==> src/rtl/core/grc_pkg.sv <==
// grc_pkg: shared types, codes and constants of the grid ray caster
// no dependencies; imported by grc_datapath, grc_ctrl, the top level and the bench
`timescale 1ns / 1ps

package grc_pkg;

    localparam logic [1:0] MODE_WRITE  = 2'd0;
    localparam logic [1:0] MODE_CAST   = 2'd1;
    localparam logic [1:0] MODE_EXTENT = 2'd2;

    localparam logic [3:0] REG_POS_FIRST     = 4'd0;
    localparam logic [3:0] REG_POS_SECOND    = 4'd1;
    localparam logic [3:0] REG_DIR_FIRST     = 4'd2;
    localparam logic [3:0] REG_DIR_SECOND    = 4'd3;
    localparam logic [3:0] REG_PLANE_FIRST   = 4'd4;
    localparam logic [3:0] REG_PLANE_SECOND  = 4'd5;
    localparam logic [3:0] REG_SCREEN_WIDTH  = 4'd6;
    localparam logic [3:0] REG_SCREEN_HEIGHT = 4'd7;

    localparam logic [3:0] TEX_FIRST_LOW   = 4'd0;
    localparam logic [3:0] TEX_FIRST_HIGH  = 4'd1;
    localparam logic [3:0] TEX_SECOND_LOW  = 4'd4;
    localparam logic [3:0] TEX_SECOND_HIGH = 4'd3;

    localparam logic [31:0] DIST_MAX   = 32'hFFFF_FFFF;
    localparam logic [15:0] LH_MAX     = 16'hFFFF;
    localparam logic [12:0] HEIGHT_MAX = 13'd4096;
    localparam logic [12:0] WIDTH_RST  = 13'd640;
    localparam logic [12:0] HEIGHT_RST = 13'd480;
    localparam int          EXTENT_RST = 64;

    typedef struct packed {
        logic [1:0]  mode;
        logic [5:0]  cell_first;
        logic [5:0]  cell_second;
        logic [3:0]  cell_value;
        logic [6:0]  extent_first;
        logic [6:0]  extent_second;
        logic [11:0] column;
    } in_item_t;

    typedef struct packed {
        logic [31:0] perp_dist;
        logic [15:0] line_height;
        logic [11:0] draw_start;
        logic [11:0] draw_end;
        logic        hit_side;
        logic [5:0]  hit_first;
        logic [5:0]  hit_second;
        logic [3:0]  texture_index;
        logic        no_wall;
    } out_item_t;

    typedef struct packed {
        logic [3:0]  index;
        logic [31:0] data;
    } cfg_beat_t;

    typedef enum logic [3:0] {
        S_CLEAR,
        S_IDLE,
        S_ISSUE,
        S_WAIT,
        S_WALK_STEP,
        S_WALK_CHK,
        S_WALK_TEST,
        S_OUT
    } state_t;

    typedef enum logic [2:0] {
        OP_CAM,
        OP_RAY,
        OP_DELTA,
        OP_SIDE,
        OP_PERP,
        OP_LH
    } op_t;

    typedef struct packed {
        logic clr_step;
        logic accept;
        logic start;
        op_t  op;
        logic axis;
        logic capture;
        logic walk_step;
        logic miss;
        logic hit;
        logic out_load;
    } cmd_t;

    typedef struct packed {
        logic clr_last;
        logic done;
        logic out_of_map;
        logic cell_nz;
        logic walk_limit;
        logic out_full;
    } status_t;

endpackage

==> src/rtl/core/grc_ctrl.sv <==
// grc_ctrl: sequencer for clearing, cast setup, dda walk and result hand-off
// depends on grc_pkg; drives grc_datapath through cmd_t, reads status_t
`timescale 1ns / 1ps

module grc_ctrl
    import grc_pkg::*;
(
    input  logic       clk,
    input  logic       rst_n,
    input  logic       item_valid,
    input  logic [1:0] item_mode,
    output logic       item_ready,
    input  status_t    st,
    output cmd_t       cmd
);

    state_t state_reg;
    state_t state_next;
    op_t    op_reg;
    op_t    op_next;
    logic   axis_reg;
    logic   axis_next;

    always_ff @(posedge clk or negedge rst_n)
    begin
        if (!rst_n)
        begin
            state_reg <= S_CLEAR;
            op_reg    <= OP_CAM;
            axis_reg  <= 1'b0;
        end
        else
        begin
            state_reg <= state_next;
            op_reg    <= op_next;
            axis_reg  <= axis_next;
        end
    end

    always_comb
    begin
        state_next = state_reg;
        op_next    = op_reg;
        axis_next  = axis_reg;
        item_ready = 1'b0;
        cmd        = '0;
        cmd.op     = op_reg;
        cmd.axis   = axis_reg;
        case (state_reg)
            S_CLEAR:
            begin
                cmd.clr_step = 1'b1;
                if (st.clr_last)
                begin
                    state_next = S_IDLE;
                end
            end
            S_IDLE:
            begin
                item_ready = 1'b1;
                if (item_valid)
                begin
                    cmd.accept = 1'b1;
                    if (item_mode == MODE_CAST)
                    begin
                        op_next    = OP_CAM;
                        axis_next  = 1'b0;
                        state_next = S_ISSUE;
                    end
                end
            end
            S_ISSUE:
            begin
                cmd.start  = 1'b1;
                state_next = S_WAIT;
            end
            S_WAIT:
            begin
                if (st.done)
                begin
                    cmd.capture = 1'b1;
                    state_next  = S_ISSUE;
                    axis_next   = 1'b0;
                    case (op_reg)
                        OP_CAM:
                        begin
                            op_next = OP_RAY;
                        end
                        OP_RAY:
                        begin
                            axis_next = !axis_reg;
                            op_next   = axis_reg ? OP_DELTA : OP_RAY;
                        end
                        OP_DELTA:
                        begin
                            axis_next = !axis_reg;
                            op_next   = axis_reg ? OP_SIDE : OP_DELTA;
                        end
                        OP_SIDE:
                        begin
                            axis_next = !axis_reg;
                            if (axis_reg)
                            begin
                                state_next = S_WALK_STEP;
                            end
                        end
                        OP_PERP:
                        begin
                            op_next = OP_LH;
                        end
                        OP_LH:
                        begin
                            state_next = S_OUT;
                        end
                        default:
                        begin
                            state_next = S_IDLE;
                        end
                    endcase
                end
            end
            S_WALK_STEP:
            begin
                cmd.walk_step = 1'b1;
                state_next    = S_WALK_CHK;
            end
            S_WALK_CHK:
            begin
                if (st.out_of_map)
                begin
                    cmd.miss   = 1'b1;
                    state_next = S_OUT;
                end
                else
                begin
                    state_next = S_WALK_TEST;
                end
            end
            S_WALK_TEST:
            begin
                if (st.cell_nz)
                begin
                    cmd.hit    = 1'b1;
                    op_next    = OP_PERP;
                    state_next = S_ISSUE;
                end
                else if (st.walk_limit)
                begin
                    cmd.miss   = 1'b1;
                    state_next = S_OUT;
                end
                else
                begin
                    state_next = S_WALK_STEP;
                end
            end
            S_OUT:
            begin
                if (!st.out_full)
                begin
                    cmd.out_load = 1'b1;
                    state_next   = S_IDLE;
                end
            end
            default:
            begin
                state_next = S_IDLE;
            end
        endcase
    end

    // units only finish while their result is awaited
    a_done_in_wait: assert property (@(posedge clk) disable iff (!rst_n)
        st.done |-> state_reg == S_WAIT)
        else $error("unit finished outside wait");

    a_issue_then_wait: assert property (@(posedge clk) disable iff (!rst_n)
        state_reg == S_ISSUE |=> state_reg == S_WAIT)
        else $error("issue not followed by wait");

    a_test_after_chk: assert property (@(posedge clk) disable iff (!rst_n)
        state_reg == S_WALK_TEST |-> $past(state_reg) == S_WALK_CHK)
        else $error("cell test without read");

    a_load_has_room: assert property (@(posedge clk) disable iff (!rst_n)
        cmd.out_load |-> !st.out_full)
        else $error("result overwritten");

endmodule

==> config.mk <==
export PLATFORM = sky130hd
export DESIGN_NAME = grc_ctrl
export DESIGN_NICKNAME = d
export VERILOG_FILES = /design/src/rtl/core/grc_pkg.sv /design/src/rtl/core/grc_ctrl.sv
export SDC_FILE = /design/constraint.sdc
export NUM_CORES = 1
export LEC_CHECK = 0
export ABC_AREA = 1
export BUFFER_PORTS_ARGS = -buffer_cell sky130_fd_sc_hd__buf_2
export CAP_MARGIN = 15
export CORE_MARGIN = 5
export CORE_UTILIZATION = 44
export CTS_CLUSTER_SIZE = 10
export DETAILED_ROUTE_END_ITERATION = 10
export GPL_TIMING_DRIVEN = 0
export PLACE_DENSITY = 0.85
export SYNTH_ARGS = -nofsm -noshare
export SYNTH_HDL_FRONTEND = slang
export SYNTH_SLANG_ARGS = --single-unit
==> constraint.sdc <==
create_clock -name clk -period 1.4 [get_ports clk]
set_clock_uncertainty 0.2 [all_clocks]
set_input_delay 0.14 -clock clk [delete_from_list [all_inputs] [get_ports clk]]
set_output_delay 0.14 -clock clk [all_outputs]
set_load 0.05 [all_outputs]
[Word level (Yosys, flattened, before mapping)]
Cells that the tools add are included.
Cells by class
  add/subtract/negate cells: 0
  $mul: 0
  div/mod/pow operators: 0
  magnitude comparators: 0
  equality and inequality tests: 20
  shift-type cells: 0
  multiplexer cells: 40
  bitwise operators: 0
  reductions and logical operators: 10
Operators with widths (count)
  $pmux 4 s8: 1
  $mux 4: 6
  $mux 1: 21
  $eq 4x3->1 const B: 4
  $mux 3: 5
  $ne 2x2->1 const B: 6
  $pmux 3 s4: 1
  $pmux 4 s3: 1
  $pmux 3 s3: 1
  $eq 4x2->1 const B: 2
  $eq 3x2->1 const B: 2
  $eq 3x3->1 const B: 2
  $reduce_and 6->1: 1
  $ne 5x1->1 const B: 1
  $reduce_and 5->1: 1
  $eq 4x1->1 const B: 1
  $logic_not 4->1: 1
  $mux 2: 2
  $pmux 1 s2: 2
  $reduce_and 4->1: 1
  $reduce_or 4->1: 1
  $eq 3x1->1 const B: 1
  $logic_not 3->1: 1
  $reduce_bool 3->1: 1
  other kinds (4): 4
Word-level totals
  flip-flop bits (word level): 8
  latch bits: 0
  memory bits (writable): 0
  bits in read-only memories: 0
  bits of input ports: 11
  output and inout port bits: 13
  word-level logic and storage cells: 73
  memories kept: 0

[Logic depth before layout (Yosys ltp)]
Gate-level depths: netlist of the first run.
  depth after elaboration: 5
  gate-level depth with buffers: 9
  mapped depth without buffers: 8

[Worst setup path before layout of the first run]
OpenSTA, ideal clock, no wires.
  path type: flip-flop to output port
  start: register state_reg[2]
  end: output port cmd[4] (netlist name)
  arrival: 1.459 ns
  data required time: 1.060 ns
  setup slack: -0.399 ns
  cell stages (with the launch flop): 5
  path buffers: 1
  cells stage by stage: dfrtp_1 > clkbuf_8 > inv_1 > nand3_1 > nor2_1
RTL lines
  start: declaration: line grc_ctrl.sv:17  | state_t state_reg;
  start signal: assignment: line grc_ctrl.sv:34  | state_reg <= state_next;
  end: declaration: line grc_ctrl.sv:14  | output cmd_t cmd

==> impl_table.tex, run 1 <==
\begin{tabular}{lr}
\hline
Metric & Value \\
\hline
\multicolumn{2}{l}{\textbf{Worst setup path}} \\
\quad Peak fanout along the critical path & 6 \\
\quad Worst-path cell with the longest stage delay & sky130\_fd\_sc\_hd\_\_dfrtp\_1 \\
\quad Critical register-to-register path endpoint & op\_reg[1] \\
\quad Worst setup EP type & primary output \\
\quad Startpoint-to-endpoint class of the critical path & reg -> out \\
\quad Delay of the slowest critical-path stage & 0.39 ns \\
\quad Critical register-to-register path startpoint & state\_reg[2] \\
\quad Arrival @ worst endpoint & 1.41 ns \\
\quad Ordered list of cells on the worst path & buf\_8 -> clkinvlp\_4 -> nand3\_2 -> nor2\_4 -> buf\_6 \\
\quad Timing startpoint of the critical path & state\_reg[2] \\
\quad Critical Path Start Type & register \\
\quad Worst Path Required & $\sim$1.1 ns \\
\quad Critical Path End & cmd[4] \\
\quad Worst setup slack for register-to-register paths & -0.32 ns \\
\quad FF-to-FF path depth & 9 \\
\multicolumn{2}{l}{\textbf{Placed design}} \\
\quad Buffers on Ports & 23 \\
\quad DPL Wire Length & around 1.6 mm \\
\quad RD Place Congestion & between 0.8 and 0.9 \\
\multicolumn{2}{l}{\textbf{Routing}} \\
\quad Final routed wirelength across all metal layers & between 2 and 3 mm \\
\quad Via count & $\sim$1000 \\
\quad DRC viols & 0 \\
\quad Antenna-violating nets left & 0 \\
\quad Number of vias per cell after detailed routing & between 5 and 6 \\
\quad Mean routed wirelength per cell & $\sim$15 um \\
\quad Number of search-and-repair iterations in the first detailed-routing pass & 4 \\
\quad Initial detailed-routing violation count & between 50 and 60 \\
\multicolumn{2}{l}{\textbf{GRT}} \\
\quad Pin count of the biggest net entering global routing & 9 \\
\quad Initial antenna violation count & 0 \\
\quad Vias in the first global route & around 990 \\
\quad Global router's overall resource usage & 21.1\% \\
\quad Remaining global-route overflow & 0 \\
\quad Global-route wire length before repair & 4.30 mm \\
\multicolumn{2}{l}{\textbf{Timing}} \\
\quad Pin slew with the least headroom to its limit & $\sim$0.27 ns \\
\quad Unrepaired setup endpoints after global routing & true \\
\quad Final worst path period share & 125\% \\
\quad Final Slew Violations & 0 \\
\quad Max Clk Rate & between 0.5 and 0.6 GHz \\
\quad Worst Setup Slack, final & -0.348 ns \\
\quad Post-layout min period & 1.75 ns \\
\quad Max-slew headroom at the worst pin & between 80\% and 90\% \\
\quad Sum of negative setup slack & -4.26 ns \\
\quad Number of hold violations in the final report & 0 \\
\quad Final setup violation count & 16 \\
\quad Worst hold slack after final layout & around 0.038 ns \\
\multicolumn{2}{l}{\textbf{Synthesis}} \\
\quad Mapped Nets & 131 \\
\quad Yosys reg bits & 7 \\
\quad Number of distinct library cells after synthesis & 19 \\
\quad Area of the mapped netlist & 727 um\^{}2 \\
\quad Yosys synthesis warning count & 0 \\
\quad Synthesized netlist cell count & 120 \\
\quad Avg Cell Area, Syn & slightly above 6 um\^{}2 \\
\quad Sequential fraction of the synthesis area & approximately a quarter \\
\multicolumn{2}{l}{\textbf{Floorplanning}} \\
\quad \# IOs & 24 \\
\quad Placement Rows & 14 \\
\quad Area enclosed by the die boundary & $\sim$2600 um\^{}2 \\
\quad Initial Utilization & $\sim$47\% \\
\quad Placeable core region & between 1500 and 2000 um\^{}2 \\
\quad Chip Width & $\sim$51 um \\
\quad Die H & between 50 and 60 um \\
\multicolumn{2}{l}{\textbf{Cells and area}} \\
\quad P\&R area growth vs syn & 69.4\% \\
\quad Post-Route Utilization & 79.9\% \\
\quad Filler Cell Count & just over 100 \\
\quad Ant diodes & 0 \\
\quad Fraction of layout instances using a drive strength above 1 & a little under three fifths \\
\quad Nets@finish & 177 \\
\multicolumn{2}{l}{\textbf{Clocking}} \\
\quad TritonCTS clock tree & yes \\
\quad Sink count of the clock tree & 7 \\
\quad Cell at the root of the clock tree & sky130\_fd\_sc\_hd\_\_clkbuf\_4 \\
\quad CTS Buf Count & 3 \\
\quad Clock-pin transition on the worst setup and hold timing paths & about 0.05 ns \\
\quad Clock insertion delay at the later pin of the skew report & 0.25 ns \\
\quad CTS H-tree lvls & 1 \\
\quad Clock buffer depth & 2 \\
\multicolumn{2}{l}{\textbf{Outcome}} \\
\quad Violated checks & setup timing \\
\quad Result of the run & finished, violations left \\
\multicolumn{2}{l}{\textbf{Hold path}} \\
\quad Hold Crit Class & in -> async \\
\multicolumn{2}{l}{\textbf{Job}} \\
\quad Reported max-cap violation count & 0 \\
\multicolumn{2}{l}{\textbf{Pwr}} \\
\quad IR Drop Worst-Case VDD & 1.63 mV \\
\quad Static leakage & approximately 0.63 nW \\
\quad Total power divided by cell area & 1800 nW/um\^{}2 \\
\quad Overall power & $\sim$0.0022 W \\
\hline
\end{tabular}
-- cells by family (layout without fill, tap and decap cells) --
group,count (synthesis),after routing,share of synthesized area [%]
compound gates,9,9,6.88
buf+inv,25,70,15.8
flops,7,7,24.1
simple gates,79,79,53.2
-- synth_stat cells, drive strengths merged --
cell type   n  area, um^2
nand3      20         110
buf         2        18.8
a22oi       1        7.51
o211ai      1        7.51
clkbuf      1        13.8
nand2      37         149
nor3        2        10.0
inv        22        82.6
nand4       2        12.5
a21oi       3        15.0
nor2       18         105
dfrtp       7         175
o21ai       4        20.0
-- worst min path at each step --
| stage | from | to | cells after the start |
|---|---|---|---|
| floorplan | rst_n | axis_reg | 0 |
| global placement | rst_n | state_reg[1] | 1 |
| detailed placement | rst_n | state_reg[1] | 1 |
| CTS | st[0] | state_reg[2] | 3 |
| global route | rst_n | state_reg[1] | 2 |
| finish | rst_n | axis_reg | 2 |
-- layer usage --
metal | track usage (%) | up-vias | share of wire [%]
met2 | 38.6 | 65 | 54
met1 | 23.6 | 477 | 35
met3 | 2.96 | 13 | 8.0
li1 | - | 467 | -
met5 | 0 | - | 0
met4 | 9.79 | 0 | 2.7
-- where the power goes --
| part | leakage [nW] | switching [W] | internal, W | total [W] |
|---|---|---|---|---|
| clock network | 0.0150 | 0.0000754 | 0.000109 | 0.000184 |
| registers | 0.0872 | 0.0000933 | 0.000259 | 0.000352 |
| logic | 0.532 | 0.00107 | 0.000609 | 0.00168 |
| total | 0.635 | 0.00124 | 0.000977 | 0.00222 |
-- worst max-delay path, delay by kind of cell, from the launching register on --
kind | cells | cell delay (ns)
flip-flops | 1 | 0.39
buffers and inverters | 3 | 0.47
AND/OR/NAND/NOR | 2 | 0.30
-- cell usage in the layout, fill, tap and decap left out, drive strengths merged --
master and n:
clkinvlp 4, nor3 2, dfrtp 7, o21ai 4, inv 18, clkbuf 4, dlygate4sd3 1, a21oi 3
o211ai 1, buf 43, nand4 2, nor2 18, nand3 20, a22oi 1, nand2 37
-- stage by stage --
step,cells,area (um^2),setup WS (ns)
after floorplan,120,786,-0.175
after global placement,159,921,-0.236
after detailed placement,159,921,-0.305
after CTS,173,1120,-0.299
after global routing,181,1230,-0.421
final,181,1230,-0.348
-- timing repair --
item | 4_1_cts | 5_1_grt
endpoints found under the hold margin | 7 | 0
resized for setup | 32 | 13
hold buffers | 1 | 0
endpoints found under the setup margin | 17 | 16
setup buffers | 9 | 8
pin swaps | 3 | 5
-- cell type report --
cell class	count	area (um^2)	area share, %
multi-input combinational	88	542	44.0
timing repair buffer	41	327	26.5
sequential	7	180	14.6
inverter	22	103	8.33
buffer	3	33.8	2.74
clock buffer	4	26.3	2.13
tap	16	20.0	1.63
Power figures use the tool's default switching activity.
==> inputs of run 2 (changes only) <==
- CORE_UTILIZATION: 44 -> 46
- CTS_BUF_LIST: default -> sky130_fd_sc_hd__clkbuf_4
- PLACE_DENSITY: 0.85 -> 0.88
==> impl_table.tex, run 2 (synthesis gave the netlist of run 1 again) <==
\begin{tabular}{lr}
\hline
Metric & Value \\
\hline
\multicolumn{2}{l}{\textbf{Clocking}} \\
\quad CTS Buf Count & 3 (unchanged) \\
\quad Cell at the root of the clock tree & sky130\_fd\_sc\_hd\_\_clkbuf\_4 \\
\quad CTS H-tree lvls & 1 (unchanged) \\
\quad Clock-pin transition on the worst setup and hold timing paths & 0.06 ns (about the same) \\
\quad Clock insertion delay at the later pin of the skew report & 0.25 ns (about the same) \\
\quad Sink count of the clock tree & 7 (unchanged) \\
\quad TritonCTS clock tree & yes \\
\quad Clock buffer depth & 2 (unchanged) \\
\multicolumn{2}{l}{\textbf{Pwr}} \\
\quad Cell internal power dissipation & 0.000955 W (-2.3\%) \\
\quad Part of the total power dissipated in the clock network & 9.8\% (+1.5 points) \\
\quad Reported net switching power & 0.00121 W (-2.2\%) \\
\quad Switching part of the total & 55.9\% (about the same) \\
\quad IR Drop Worst-Case VDD & 1.09 mV (-33\%) \\
\quad Static leakage & 0.599 nW (-5.7\%) \\
\quad Total power divided by cell area & 1860 nW/um\^{}2 (+3.3\%) \\
\quad Combinational Power Share & 74.0\% (-1.8 points) \\
\quad Fraction of power consumed by sequential logic & 16.2\% (+0.3 points) \\
\multicolumn{2}{l}{\textbf{Cells and area}} \\
\quad Fraction of layout instances using a drive strength above 1 & 53.2\% (-2.6 points) \\
\quad Combined area of the multi-input logic cells & 524 um\^{}2 (-3.2\%) \\
\quad Nets@finish & 170 (-4.0\%) \\
\quad Ant diodes & 0 (unchanged) \\
\quad Final standard cell count with taps included and fillers excluded & 174 (-3.9\%) \\
\quad Most used cells in the layout excluding fill and tap cells & 27 x sky130\_fd\_sc\_hd\_\_nand2\_1, 14 x sky130\_fd\_sc\_hd\_\_nand3\_1, 13 x sky130\_fd\_sc\_hd\_\_buf\_2, 12 x sky130\_fd\_sc\_hd\_\_inv\_1, 12 x sky130\_fd\_sc\_hd\_\_buf\_4 \\
\quad Sequential standard cell area & 181 um\^{}2 (+0.69\%) \\
\quad Most common cell after layout, fill and taps aside & sky130\_fd\_sc\_hd\_\_nand2\_1 \\
\quad P\&R area growth vs syn & 60.2\% \\
\quad Filler Cell Count & 88 (-15\%) \\
\multicolumn{2}{l}{\textbf{Routing}} \\
\quad Via count & 958 (-6.3\%) \\
\quad Mean routed wirelength per cell & 14.4 um (-3.4\%) \\
\quad Antenna-violating nets left & 0 (unchanged) \\
\quad DRC viols & 0 (unchanged) \\
\quad Number of search-and-repair iterations in the first detailed-routing pass & 6 (+2) \\
\quad Initial detailed-routing violation count & 46 (-19\%) \\
\quad Final routed wirelength across all metal layers & 2.51 mm (-7.2\%) \\
\quad Number of vias per cell after detailed routing & 5.51 (-2.5\%) \\
\multicolumn{2}{l}{\textbf{Worst setup path}} \\
\quad Critical register-to-register path startpoint & state\_reg[0] \\
\quad Peak fanout along the critical path & 5 (-1) \\
\quad Timing startpoint of the critical path & state\_reg[2] \\
\quad Startpoint-to-endpoint class of the critical path & reg -> out \\
\quad FF-to-FF path depth & 8 (-1) \\
\quad Worst setup EP type & primary output \\
\quad Critical Path End & cmd[4] \\
\quad Critical Path Start Type & register \\
\quad Worst setup slack for register-to-register paths & -0.22 ns (+0.10 ns) \\
\quad Arrival @ worst endpoint & 1.32 ns (-0.09 ns) \\
\quad Worst Path Required & 1.06 ns (about the same) \\
\quad Critical register-to-register path endpoint & state\_reg[0] \\
\multicolumn{2}{l}{\textbf{GRT}} \\
\quad Global router's overall resource usage & 20.4\% (-0.77 points) \\
\quad Vias in the first global route & 937 (-5.7\%) \\
\quad Pin count of the biggest net entering global routing & 9 (unchanged) \\
\quad Remaining global-route overflow & 0 (unchanged) \\
\quad Global-route wire length before repair & 4.08 mm (-5.0\%) \\
\quad Initial antenna violation count & 0 (unchanged) \\
\multicolumn{2}{l}{\textbf{Floorplanning}} \\
\quad Initial Utilization & 48.3\% (+1.1 points) \\
\quad Die H & 49.8 um (-1.8\%) \\
\quad Chip Width & 49.8 um (-1.8\%) \\
\quad Placeable core region & 1510 um\^{}2 (-2.3\%) \\
\quad Area enclosed by the die boundary & 2480 um\^{}2 (-3.5\%) \\
\quad Placement Rows & 14 (unchanged) \\
\quad \# IOs & 24 (unchanged) \\
\multicolumn{2}{l}{\textbf{Outcome}} \\
\quad Result of the run & finished, violations left \\
\quad Violated checks & setup timing \\
\multicolumn{2}{l}{\textbf{Timing}} \\
\quad Worst Setup Slack, final & -0.259 ns (+0.0892 ns) \\
\quad Sum of negative setup slack & -3.39 ns (+0.875 ns) \\
\quad Max-slew headroom at the worst pin & 83.4\% (+1.4 points) \\
\quad Worst hold slack after final layout & 0.0585 ns (+0.0207 ns) \\
\quad Number of hold violations in the final report & 0 (unchanged) \\
\quad Unrepaired setup endpoints after global routing & true \\
\quad Final setup violation count & 16 (unchanged) \\
\quad Final worst path period share & 118\% (-6.4 points) \\
\quad Post-layout min period & 1.66 ns (-0.0892 ns) \\
\quad Pin slew with the least headroom to its limit & 0.251 ns (-0.0161 ns) \\
\quad Max Clk Rate & 0.603 GHz (+5.4\%) \\
\quad Final Slew Violations & 0 (unchanged) \\
\multicolumn{2}{l}{\textbf{Placed design}} \\
\quad DP Cell Count & 159 (unchanged) \\
\quad Dpl ws & -0.247 ns (+0.0583 ns) \\
\quad Buffers on Ports & 23 (unchanged) \\
\quad DPL Wire Length & 1.44 mm (-10\%) \\
\quad RD Place Congestion & 0.862 (+4.1\%) \\
\multicolumn{2}{l}{\textbf{Hold path}} \\
\quad Hold Crit Class & in -> async \\
\multicolumn{2}{l}{\textbf{Job}} \\
\quad Reported max-cap violation count & 0 (unchanged) \\
\hline
\end{tabular}
==> run 2: worst min-delay path by stage <==
stage | startpoint | end | cells past startpoint
after floorplan | rst_n | axis_reg | 0
after detailed placement | rst_n | state_reg[2] | 1
after CTS | rst_n | state_reg[1] | 2
final | rst_n | state_reg[1] | 2
after global routing | rst_n | state_reg[1] | 2
after global placement | rst_n | state_reg[2] | 1
==> run 2: layout make-up <==
cell class	count	share of cell area, %
buffer	3	2.90
multi-input combinational	88	45.0
inverter	22	9.02
clock buffer	4	2.58
timing repair buffer	34	23.2
sequential	7	15.6
tap	16	1.72
==> run 2: metal layers <==
metal	track usage (%)	vias to the layer above	routed length [um]	share of wire [%]
met5	0	-	0	0
met4	8.73	0	53	2.1
met3	3.01	6	216	8.6
met2	36.9	64	1300	52
met1	23.1	435	941	37
li1	-	453	-	-
==> run 2: critical path, stage by stage, from the launching register on <==
cell,delay [ns]
sky130_fd_sc_hd__dfrtp_1,0.39
sky130_fd_sc_hd__buf_8,0.14
sky130_fd_sc_hd__clkinvlp_4,0.12
sky130_fd_sc_hd__nand3_2,0.15
sky130_fd_sc_hd__nor2_4,0.12
sky130_fd_sc_hd__buf_6,0.16
==> run 2: stage by stage <==
stage	total power [W]	instance area [um^2]	utilization, %
2_1_floorplan	0.00132	786	-
3_3_place_gp	0.00151	921	61.1
3_5_place_dp	0.00153	921	61.1
4_1_cts	0.00204	1140	75.4
5_1_grt	0.00231	1160	77.3
6_report	0.00217	1160	77.3
==> run 2: what timing repair did <==
action,CTS,global route
pin swaps,4,2
buffers inserted,10,0
endpoints found under the setup margin,17,17
gates resized for setup,32,11
hold endpoints to repair,7,0
hold buffers,1,0
==> run 2: power by group through the flow <==
| stage | clock network (W) | registers [W] | logic (W) |
|---|---|---|---|
| after CTS | 0.000209 | 0.000340 | 0.00149 |
| after floorplan | 0 | 0.000360 | 0.000955 |
| final | 0.000212 | 0.000352 | 0.00160 |
| after global placement | 0 | 0.000345 | 0.00117 |
| after global routing | 0.000227 | 0.000357 | 0.00173 |
| after detailed placement | 0 | 0.000348 | 0.00118 |
